File: src/sal_pkg.sv
package sal_pkg;

  localparam int unsigned VALUE_W = 64;

  typedef logic signed [VALUE_W-1:0] value_t;

  typedef enum logic {
    ST_LOAD,
    ST_EMIT
  } state_t;

  typedef struct packed {
    logic ins;
    logic pop;
  } cell_ctrl_t;

endpackage

File: src/sal_cell.sv
module sal_cell (
  input  logic                clk,
  input  logic                rst_n,
  input  sal_pkg::cell_ctrl_t ctrl,
  input  sal_pkg::value_t     ins_value,
  input  sal_pkg::value_t     prev_value,
  input  logic                prev_valid,
  input  logic                prev_lt,
  input  sal_pkg::value_t     next_value,
  input  logic                next_valid,
  output sal_pkg::value_t     value,
  output logic                valid,
  output logic                lt
);

  sal_pkg::value_t value_r;
  sal_pkg::value_t value_nxt;
  logic            valid_r;
  logic            valid_nxt;

  assign lt    = valid_r && (ins_value < value_r);
  assign value = value_r;
  assign valid = valid_r;

  // On insertion, cells holding larger values move up one place and the
  // new value lands in the first cell that is larger or empty.
  always_comb begin
    value_nxt = value_r;
    valid_nxt = valid_r;
    priority if (ctrl.pop) begin
      value_nxt = next_value;
      valid_nxt = next_valid;
    end else if (ctrl.ins) begin
      priority if (prev_lt) begin
        value_nxt = prev_value;
        valid_nxt = 1'b1;
      end else if (lt || (!valid_r && prev_valid)) begin
        value_nxt = ins_value;
        valid_nxt = 1'b1;
      end else begin
        value_nxt = value_r;
        valid_nxt = valid_r;
      end
    end else begin
      value_nxt = value_r;
      valid_nxt = valid_r;
    end
  end

  always_ff @(posedge clk) begin
    value_r <= value_nxt;
  end

  always_ff @(posedge clk) begin
    if (!rst_n) begin
      valid_r <= 1'b0;
    end else begin
      valid_r <= valid_nxt;
    end
  end

endmodule

File: config.mk
export PLATFORM = sky130hd
export DESIGN_NAME = sal_cell
export DESIGN_NICKNAME = d
export VERILOG_FILES = /design/src/sal_pkg.sv /design/src/sal_cell.sv
export SDC_FILE = /design/constraint.sdc
export NUM_CORES = 1
export LEC_CHECK = 0
export BUFFER_PORTS_ARGS = -buffer_cell sky130_fd_sc_hd__buf_2
export CORE_MARGIN = 2
export CORE_UTILIZATION = 30
export CTS_CLUSTER_DIAMETER = 60
export DETAILED_ROUTE_END_ITERATION = 8
export PLACE_DENSITY_LB_ADDON = 0.05
export SYNTH_ARGS = -nofsm -noshare
export SYNTH_HDL_FRONTEND = slang
export SYNTH_SLANG_ARGS = --single-unit
File: constraint.sdc
create_clock -name clk -period 4.1 [get_ports clk]
set_input_delay 0.615 -clock clk [delete_from_list [all_inputs] [get_ports clk]]
set_output_delay 0.615 -clock clk [all_outputs]
set_load 0.005 [all_outputs]
* Word-level counts from Yosys, hierarchy flattened *
Cells that the tools add are included.
Widths: inputs -> output; s select.

cells by class
  add/sub/neg operators = 0
  multiply operators = 0
  divide/modulo/power cells = 0
  magnitude comparators = 1
  eq/ne operators = 0
  shift-type cells = 0
  muxes and demuxes = 8
  bitwise operators = 0
  reduce and logical (&&, ||, !) cells = 7

operators by type and width
  cell               count
  $mux 64            4
  $lt 64x64->1       1
  $mux 1             4
  $reduce_bool 3->1  1
  $logic_and 1x1->1  2
  $reduce_and 2->1   1
  $reduce_bool 2->1  1
  $logic_not 1->1    1
  $logic_or 1x1->1   1

word-level totals
  flip-flop bits (word level) = 65
  bits in latches = 0
  bits in writable memories = 0
  bits in read-only memories = 0
  input bits = 199
  output and inout bits = 66
  word-level logic and storage cells = 18
  memories kept = 0

* Logic depth before layout (Yosys ltp) *
Gate-level depths: netlist (run 1).

  depth after elaboration = 7
  mapped depth = 10
  gate-level depth less buffers = 10

* Least setup slack after synthesis (run 1) *
Ideal clock, no wire load.

  path kind = input port to flip-flop
  from = input port ins_value[47]
  to = register value_r[0], in the netlist value[0], enable pin
  library setup time = 0.444 ns
  arrival time = 3.947 ns
  data required time = 3.656 ns
  path slack = -0.291 ns
  stages on the path = 9
  buffers on the path = 0
  path through = ha_1 -> nand4_1 -> nor4_1 -> nand4_1 -> o21ai_1 -> a31oi_1 -> nand2_1 -> mux2_4 -> a21oi_2

between the ends
  cells in the longest elaborated chain, start to end = 5

RTL lines
  item                         RTL line        source
  start, declared              sal_cell.sv:5   input sal_pkg::value_t ins_value,
  $lt 64x64->1                 sal_cell.sv:21  assign lt = valid_r && (ins_value < value_r);
  $logic_and 1x1->1            sal_cell.sv:21
  $logic_or 1x1->1             sal_cell.sv:37  end else if (lt || (!valid_r && prev_valid)) begin
  $reduce_bool 3->1 (no line)  --
  $reduce_and 2->1 (no line)   --
  end signal, assigned         sal_cell.sv:51  value_r <= value_nxt;
  end, declared                sal_cell.sv:16  sal_pkg::value_t value_r;

Every way passes these cells.
A chain may end at the register's enable or synchronous reset.

* Worst setup path after layout (run 1) *
  from = register value_r[35], in the netlist value[35]
  to = output port lt

between the ends
  cells in the longest elaborated chain, start to end = 2

RTL lines
  item               RTL line        source
  $lt 64x64->1       sal_cell.sv:21
  $logic_and 1x1->1  sal_cell.sv:21
  end, declared      sal_cell.sv:13  output logic lt

Every way passes these cells.

==> impl_metrics.toml, run 1 <==
[route]
wl_per_cell_um = 14.8
wirelength_um = 14700
num_vias = 4572
vias_per_cell = 4.59
drcViolationCount = 0
drtAntennaViolNets = 0
drtIter0Drc = 210
drtPass1Iterations = 4

[floorplanning]
num_io_pins = 265
die_area_um2 = 17400
fp-row-count = 46
die_h_um = 132
start_util_pct = 30.9
die_w_um = 132
core_area_um2 = 15900

[global_route]
grt_pass1_vias = 4714
grt_pass1_wl_um = 23100
antenna_found_initial = 0
grt-ovfl-total = 0
grt_usage_pct = 16.8
grt_start_max_net_pins = 69

[worst_setup_path]
critPathLaunchType = "flip-flop"
ff2ff_setup_slack_ps = 940
end_kind = "output port"
crit_type = "flip-flop to output port"
crit_required_ps = 3480
crit_fanout = 3
reg2reg_depth = 11
critPathArrivalTime_ps = 2870

[synthesis]
synthArstFlopShare_pct = 0
avgSynthCellArea_um2 = 9.48
synth_area_leaders = "edfxtp_1, ha_1, mux2i_1, o21ai_0, nand2_1"
syn_inst = 519
synth_cell_types = 39
synth_top_area_share_pct = 39.1
synthesis.nets = 781
synth_most_common_cell = "nand2_1"
ys.flop_type = "edfxtp_1"
ys_seq_elements = 65
synth_commonest_cells = "nand2_1, o21ai_0, inv_1"
yosys_warnings = 0
ys_seq_area_share_pct = 39.5
synth_edf_count = 64
syn_area_um2 = 4920
synth_top_area_cell = "edfxtp_1"

[power]
p_per_area_nw_per_um2 = 324
ir_drop_v = 0.000174
p_leak_nw = 3.48
report.power.total_w = 0.00219

[timing]
final-max-slew-violation-count = 0
worst_pin_slew_ps = 635
rsz0062_at_grt = "false"
fin_worst_skew_ps = 7.77
max_slew_margin_pct = 57.3
hold_ws_ps = 553
min_period_ps = 3480
final-hold-violation-count = 0
finalSetupTns_ps = 0
period_share_pct = 84.9
fmaxAchievable_mhz = 287
finalSetupViolCount = 0

[run]
drv_cap = 0

[cells_and_area]
n_antenna_cell = 0
fin_util_pct = 42.4
final_nets = 1037
area_growth_pct = 37.3
design_area_um2 = 6760
drive_gt1_share_pct = 36.8

[clocking]
cts_sinks = 65
insertion_delay_ps = 340
cts_resized = 0
post_cts_buffers = 0
numCtsBuffers = 9
cts_root_buffer = "clkbuf_16"
cts_hold_buf = 0
clk_pin_slew_ps = 60
cts_tree = "done"
clk_path_buf_depth = 2
htreeDepth = 3

[placement]
io_buffers = 264
dpl_cell_area_um2 = 6470
place_congestion = 0.806
place_hpwl_um = 11700

[hold_path]
holdPathStages = 3
worstHoldPathType = "input pin to flip-flop"

[outcome]
status = "complete, no violations"
## layout by cell type, fill, tap and decap left out, drive strengths merged, types with 3 or more instances in the layout
| cell | count |
|---|---|
| ha | 63 |
| clkbuf | 9 |
| nand2 | 81 |
| o21ai | 80 |
| a221oi | 3 |
| mux2i | 64 |
| clkinv | 4 |
| a21o | 3 |
| nor2 | 7 |
| nand4 | 11 |
| buf | 267 |
| nand3 | 4 |
| edfxtp | 64 |
| inv | 66 |
| nor3 | 4 |
| a21oi | 24 |
## worst max-delay path, cell delays in order, from the launching register on
cell and delay (ps):
edfxtp_1 370, inv_1 60, ha_1 320, nand4_1 140
nor4_1 620, nand4_1 160, o21ai_1 160, a31oi_1 60
nand2_1 100, mux2_4 330, nor2b_2 100, buf_2 130
## registers in the layout (all words and copies together) (netlist names)
| signal | cells |
|---|---|
| value | 64 |
| valid | 1 |
## per-layer routing
metal | vias to the layer above | GRT usage (%) | wire, um
met5 | - | 0 | 0
met4 | 0 | 3.56 | 118
met3 | 8 | 4.92 | 976
met2 | 149 | 30.0 | 7240
met1 | 2054 | 20.0 | 6360
li1 | 2361 | - | -
## through the flow
| step | setup WS, ps | std cells |
|---|---|---|
| floorplan | 486 | 519 |
| global placement | 619 | 980 |
| detailed placement | 579 | 980 |
| CTS | 566 | 996 |
| global route | 331 | 996 |
| finish | 620 | 996 |
## layout make-up
cell class              count  area (um^2)
flip-flops and latches     65         1940
multi-input cells         366         2650
clock inverters             7         61.3
repair buffers            267         1360
clock buffers               9          225
well taps                 216          270
inverters                  66          248
fillers                  1686         9190
## worst paths after layout
path                   from        end
max               value[35]         lt
min          next_value[27]  value[27]
max reg2reg       value[35]  value[28]
min reg2reg           valid      valid
## report_power, final
part / switching, W / leakage (nW) / internal, W / total (W)
Clock: 0.000289 / 0.134 / 0.000463 / 0.000752
Combinational: 0.000305 / 2.69 / 0.000272 / 0.000577
Sequential: 0.0000372 / 0.662 / 0.000825 / 0.000863
## logic make-up (layout without fill, tap and decap cells)
family / after synthesis / after routing / synth area share [%]
AO/OA/AOI/OAI: 121 / 121 / 13.7
adder cells (fa/ha/maj): 63 / 63 / 16.0
buffers and inverters: 88 / 349 / 6.84
flip-flops: 65 / 65 / 39.5
multiplexers: 65 / 65 / 13.3
AND/OR/NAND/NOR: 117 / 117 / 10.6
No activity file was read; power rests on OpenSTA's default activity.
==> run 2: changes to the inputs <==
- clock period: 4.1 -> 3.3 ns (I/O delays scaled with it)
==> run 2 against run 1 <==
Effect of this change:
- setup slack worse by 460 ps
- count of clock-buffer cells in the layout up 5
- total power up 25%
- sequential cell count unchanged
- hold slack worse by 110 ps
- critical path type unchanged
- largest cell class unchanged
- highest routed layer unchanged
==> impl_metrics.toml, run 2 (same netlist as run 1, synthesis figures left out) <==
[hold_path]
worst_hold_path.endpoint = "valid"
hp-start = "ctrl[1]"
worstHoldPathType = "input pin to flip-flop"
holdPathStages = 3

[route]
wl_per_cell_um = 14.7
drtPass1Iterations = 4
drcViolationCount = 0
wirelength_um = 14700
drtIter0Drc = 128
vias_per_cell = 4.56
drtAntennaViolNets = 0
num_vias = 4552

[worst_setup_path]
crit_fanout = 3
critPathArrivalTime_ps = 2650
reg2reg_depth = 11
critPathTopFamily = "simple AND/OR/NAND/NOR gates"
end_kind = "output port"
cpMaxStageDelayCell = "edfxtp_1"
crit_required_ps = 2800
worstReg2RegStart = "value[55]"
critPathLaunchType = "flip-flop"
critical_path.max_stage_delay_ps = 350
ff2ff_setup_slack_ps = 420
cpMostUsedCell = "nand4_1"
crit_buf_inv = 2
r2r-end = "value[35]"
path_cells = "inv_1, ha_1, nand4_1, nor3_2, nand4_1, o21ai_1, a31oi_1, nand2_1, mux2_4, nor2b_2, buf_2"
crit_type = "flip-flop to output port"

[clocking]
cts_sinks = 65
cts_tree = "done"
htreeDepth = 3
cts_hold_buf = 0
clk_path_buf_depth = 2
numCtsBuffers = 9
cts_root_buffer = "clkbuf_16"
clk_pin_slew_ps = 50
post_cts_buffers = 0
insertion_delay_ps = 330

[cells_and_area]
register_area_um2 = 1940
fillerInstances = 1634
largest_register_ff_count = 64
fin_util_pct = 44.0
design_area_um2 = 7020
area_growth_pct = 42.8
final_nets = 1039
multi_input_area_um2 = 2860
instances_no_fill = 999
mostFrequentLayoutCell = "buf_2"
drive_gt1_share_pct = 39.4
final_cell_mix = "buf_2, nand2_1, o21ai_0"

[global_route]
grt_pass1_vias = 4609
grt_pass1_wl_um = 23000
grt_start_max_net_pins = 119
grt-ovfl-total = 0
grt_usage_pct = 16.6
antenna_found_initial = 1

[placement]
place_congestion = 0.824
place_hpwl_um = 12200
dpl_cell_area_um2 = 6710
io_buffers = 264
placedCellCount = 982

[power]
ir_drop_v = 0.000228
p_per_area_nw_per_um2 = 391
p_leak_nw = 3.54

[timing]
fin_worst_skew_ps = 4.87
period_share_pct = 95.3
min_period_ps = 3150
worst_pin_slew_ps = 477
fmaxAchievable_mhz = 318
rsz0062_at_grt = "false"
max_slew_margin_pct = 68.2
final-hold-violation-count = 0
finalSetupViolCount = 0
final-max-slew-violation-count = 0

[floorplanning]
num_io_pins = 265
die_w_um = 132
die_h_um = 132
die_area_um2 = 17400
core_area_um2 = 15900
fp-row-count = 46
start_util_pct = 30.9

[outcome]
status = "complete, no violations"

[run]
drv_cap = 0
==> run 2: cell types whose count changed in the layout (fill, tap and decap cells not counted), moves of 2 or more <==
cell,before,now
ha_1,63,50
ha_4,0,13
buf_12,1,4
clkbuf_8,0,3
clkinv_1,3,0
clkbuf_1,0,2
o21ai_0,76,74
o21ai_1,4,6
==> run 2: area by class of cell <==
class,instances,area share [%]
clock buffers,14,3.90
well taps,216,3.85
inverters,66,3.53
flip-flops and latches,65,27.7
clock inverters,2,0.178
diodes,1,0.0356
multi-input cells,366,40.7
repair buffers,269,20.1
==> run 2: repair_timing <==
action | CTS | global route
endpoints found under the setup margin | 0 | 1
resized for setup | 0 | 3
hold endpoints to repair | 0 | 0
==> run 2: tightest hold or removal path, cell delays in order <==
cell,delay [ps]
buf_2,100
o21ai_0,60
a21oi_1,60
==> run 2: through the flow <==
step / TNS (ps) / total power, W / setup WS, ps / hold WS [ps]
floorplan: -4250 / 0.00150 / -66.4 / 524
global placement: 0 / 0.00186 / 167 / 541
detailed placement: 0 / 0.00187 / 184 / 547
CTS: 0 / 0.00280 / 92.3 / 434
global route: 0 / 0.00293 / 0.969 / 458
finish: 0 / 0.00275 / 155 / 445
==> run 2: how the worst max path moves through the flow <==
stage	startpoint	endpoint	slack, ps	cells past startpoint
after floorplan	ins_value[35]	value[0]	-70	9
after global placement	ins_value[55]	value[38]	170	11
after CTS	value[38]	lt	90	11
after detailed placement	ins_value[55]	value[37]	180	11
after global routing	value[55]	lt	1	11
final	value[55]	lt	150	11
==> run 2: report_power, final <==
part	switching, W	internal (W)
Sequential	0.0000461	0.00103
Clock	0.000334	0.000569
Combinational	0.000404	0.000367
==> run 2: layer usage <==
metal  vias up  track usage, %  part of all wire (%)
li1       2371               -                     -
met4         0            5.43                   1.7
met2       152            28.7                    47
met5         -               0                     0
met1      2014            20.4                    44
met3        15            3.81                   6.7
==> run 3: changes to the inputs <==
- ABC_AREA: default -> 1
==> run 3 against run 2 <==
Effect of this change:
- synthesized cell count increased by 21%
- maximum frequency increased by 15%
- routed wire length up 8.2%
- hold slack improved by 38 ps
- synthesized area down 0.33%
- largest power group unchanged
==> impl_metrics.toml, run 3 <==
[route]
vias_per_cell = 4.58
num_vias = 5057
drtPass1Iterations = 4
drcViolationCount = 0
wl_met3_um = 1140
top_layer_used = "met4"
dr_wl_met2_um = 7940
wl_met1_um = 6670
wirelength_um = 15900
wl_per_cell_um = 14.4
drtIter0Drc = 167
drtAntennaViolNets = 0

[worst_setup_path]
path_cells = "inv_1, ha_1, a21oi_1, nor2_1, nor3_1, nand2_1, nand2_1, nand2_1, nand2_1, nand2_1, nand2_1, nand2_1, nand2_1, nand3_2, inv_1, buf_2"
cpMaxStageDelayCell = "edfxtp_1"
crit_type = "flip-flop to output port"
critical_path.max_stage_delay_ps = 380
cp.depth = 16
cpMostUsedCell = "nand2_1"
crit_fanout = 2
crit_required_ps = 2800
reg2reg_depth = 18
critPathTopFamily = "simple AND/OR/NAND/NOR gates"
end_kind = "output port"
critPathLaunchType = "flip-flop"
crit_buf_inv = 3
critPathArrivalTime_ps = 2230

[timing]
hold_ws_ps = 483
finalSetupTns_ps = 0
worst_pin_slew_ps = 749
finalSetupViolCount = 0
rsz0062_at_grt = "false"
final-hold-violation-count = 0
final-max-slew-violation-count = 0
fmaxAchievable_mhz = 367
fin_worst_skew_ps = 5.25
min_period_ps = 2720
max_slew_margin_pct = 50.0
period_share_pct = 82.5

[placement]
dpl_cell_area_um2 = 6480
place_hpwl_um = 12400
io_buffers = 264
place_congestion = 0.819
placedCellCount = 1089

[floorplanning]
core_area_um2 = 15900
die_h_um = 132
die_area_um2 = 17400
num_io_pins = 265
start_util_pct = 30.7
fp-row-count = 46
die_w_um = 132

[synthesis]
ys_seq_area_share_pct = 39.6
synthArstFlopShare_pct = 0
synth_top_area_cell = "edfxtp_1"
syn_inst = 628
synth_cell_types = 23
syn_area_um2 = 4900
synth_edf_count = 64
synth_area_leaders = "edfxtp_1, a21oi_1, ha_1, nand2_1, nor2_1"
ys_seq_elements = 65
synth_most_common_cell = "a21oi_1"
synth_commonest_cells = "a21oi_1, nand2_1, nor2_1"
ys.flop_type = "edfxtp_1"
synth_top_area_share_pct = 39.2
avgSynthCellArea_um2 = 7.81
yosys_warnings = 0
synthesis.nets = 890

[clocking]
clk_path_buf_depth = 2
cts_resized = 0
cts_tree = "done"
cts_hold_buf = 0
cts_root_buffer = "clkbuf_16"
htreeDepth = 3
clk_pin_slew_ps = 50
cts_sinks = 65
post_cts_buffers = 0
numCtsBuffers = 9
insertion_delay_ps = 330

[cells_and_area]
mostFrequentLayoutCell = "buf_2"
register_area_um2 = 1940
fillerInstances = 1672
drive_gt1_share_pct = 33.3
n_antenna_cell = 0
largest_register_ff_count = 64
final_cell_mix = "buf_2, a21oi_1, nand2_1"
final_nets = 1146
fin_util_pct = 42.4
instances_no_fill = 1105
design_area_um2 = 6760
multi_input_area_um2 = 2550
area_growth_pct = 37.9

[global_route]
grt_start_max_net_pins = 65
antenna_found_initial = 0
grt_usage_pct = 18.4
grt-ovfl-total = 0
grt_pass1_wl_um = 25600
grt_pass1_vias = 5247

[power]
ir_drop_v = 0.000290
p_per_area_nw_per_um2 = 398
p_leak_nw = 3.53

[run]
drv_cap = 0

[hold_path]
holdPathStages = 3
worstHoldPathType = "input pin to flip-flop"

[outcome]
status = "complete, no violations"
run 3: changes by cell type after synthesis, moves of 3 or more:
cell | before | now
inv_1 | 66 | 80
nand2_1 | 81 | 117
o21ai_0 | 76 | 10
a21oi_1 | 23 | 158
mux2i_1 | 64 | 0
buf_1 | 2 | 6
buf_2 | 5 | 0
nand4_1 | 11 | 4
nor2_1 | 7 | 83
o21ai_1 | 4 | 0
a21o_1 | 3 | 0
nand2_2 | 0 | 3
clkbuf_1 | 15 | 21
run 3: worst reg2reg max path, stage by stage, from the launching register on:
cell and delay, ps:
edfxtp_1 380, inv_1 80, ha_1 240, a21oi_1 180, nor2_1 60, nor3_1 150, nand2_1 100, nand2_1 70
nand2_1 50, nand2_1 60, nand2_1 50, nand2_1 90, nand2_1 60, nand2_1 70, nand3_2 80, nand2_2 70
nand2_2 70, clkinvlp_4 120, buf_12 240
run 3: cell families (layout without fill, tap and decap cells):
kind of cell / count (synthesis) / in the layout / synth area share [%]
flops: 65 / 65 / 39.6
simple gates: 221 / 221 / 18.4
fa+ha+maj: 63 / 63 / 16.1
compound gates: 171 / 171 / 17.6
buf+inv: 108 / 369 / 8.27
run 3: worst paths after layout:
kind,start,endpoint,slack [ps]
hold / removal,rst_n,valid,480
hold reg to reg,valid,valid,510
setup / recovery,value[5],lt,580
setup reg to reg,value[5],value[49],760
run 3: per-stage QoR:
stage | total power, W | setup WS, ps
6_report | 0.00269 | 577
5_1_grt | 0.00288 | 395
4_1_cts | 0.00275 | 536
3_5_place_dp | 0.00181 | 548
3_3_place_gp | 0.00180 | 586
2_1_floorplan | 0.00146 | 244
run 3: layout make-up:
| type | count | share of cell area, % |
|---|---|---|
| timing repair buffer | 272 | 20.8 |
| multi-input combinational | 455 | 37.8 |
| sequential | 65 | 28.7 |
| clock inverter | 5 | 0.685 |
| tap | 216 | 4.00 |
| inverter | 81 | 4.55 |
| clock buffer | 11 | 3.44 |
run 3: power breakdown:
part / switching, W / internal (W) / leakage (nW)
Combinational: 0.000401 / 0.000316 / 2.75
Clock: 0.000339 / 0.000576 / 0.136
Sequential: 0.0000421 / 0.00102 / 0.642
Total: 0.000782 / 0.00191 / 3.53
run 3: routing by layer:
layer | global-route usage (%) | vias up
met4 | 3.93 | 0
met3 | 5.65 | 10
met2 | 33.9 | 182
li1 | - | 2629
met5 | 0 | -
met1 | 21.0 | 2236
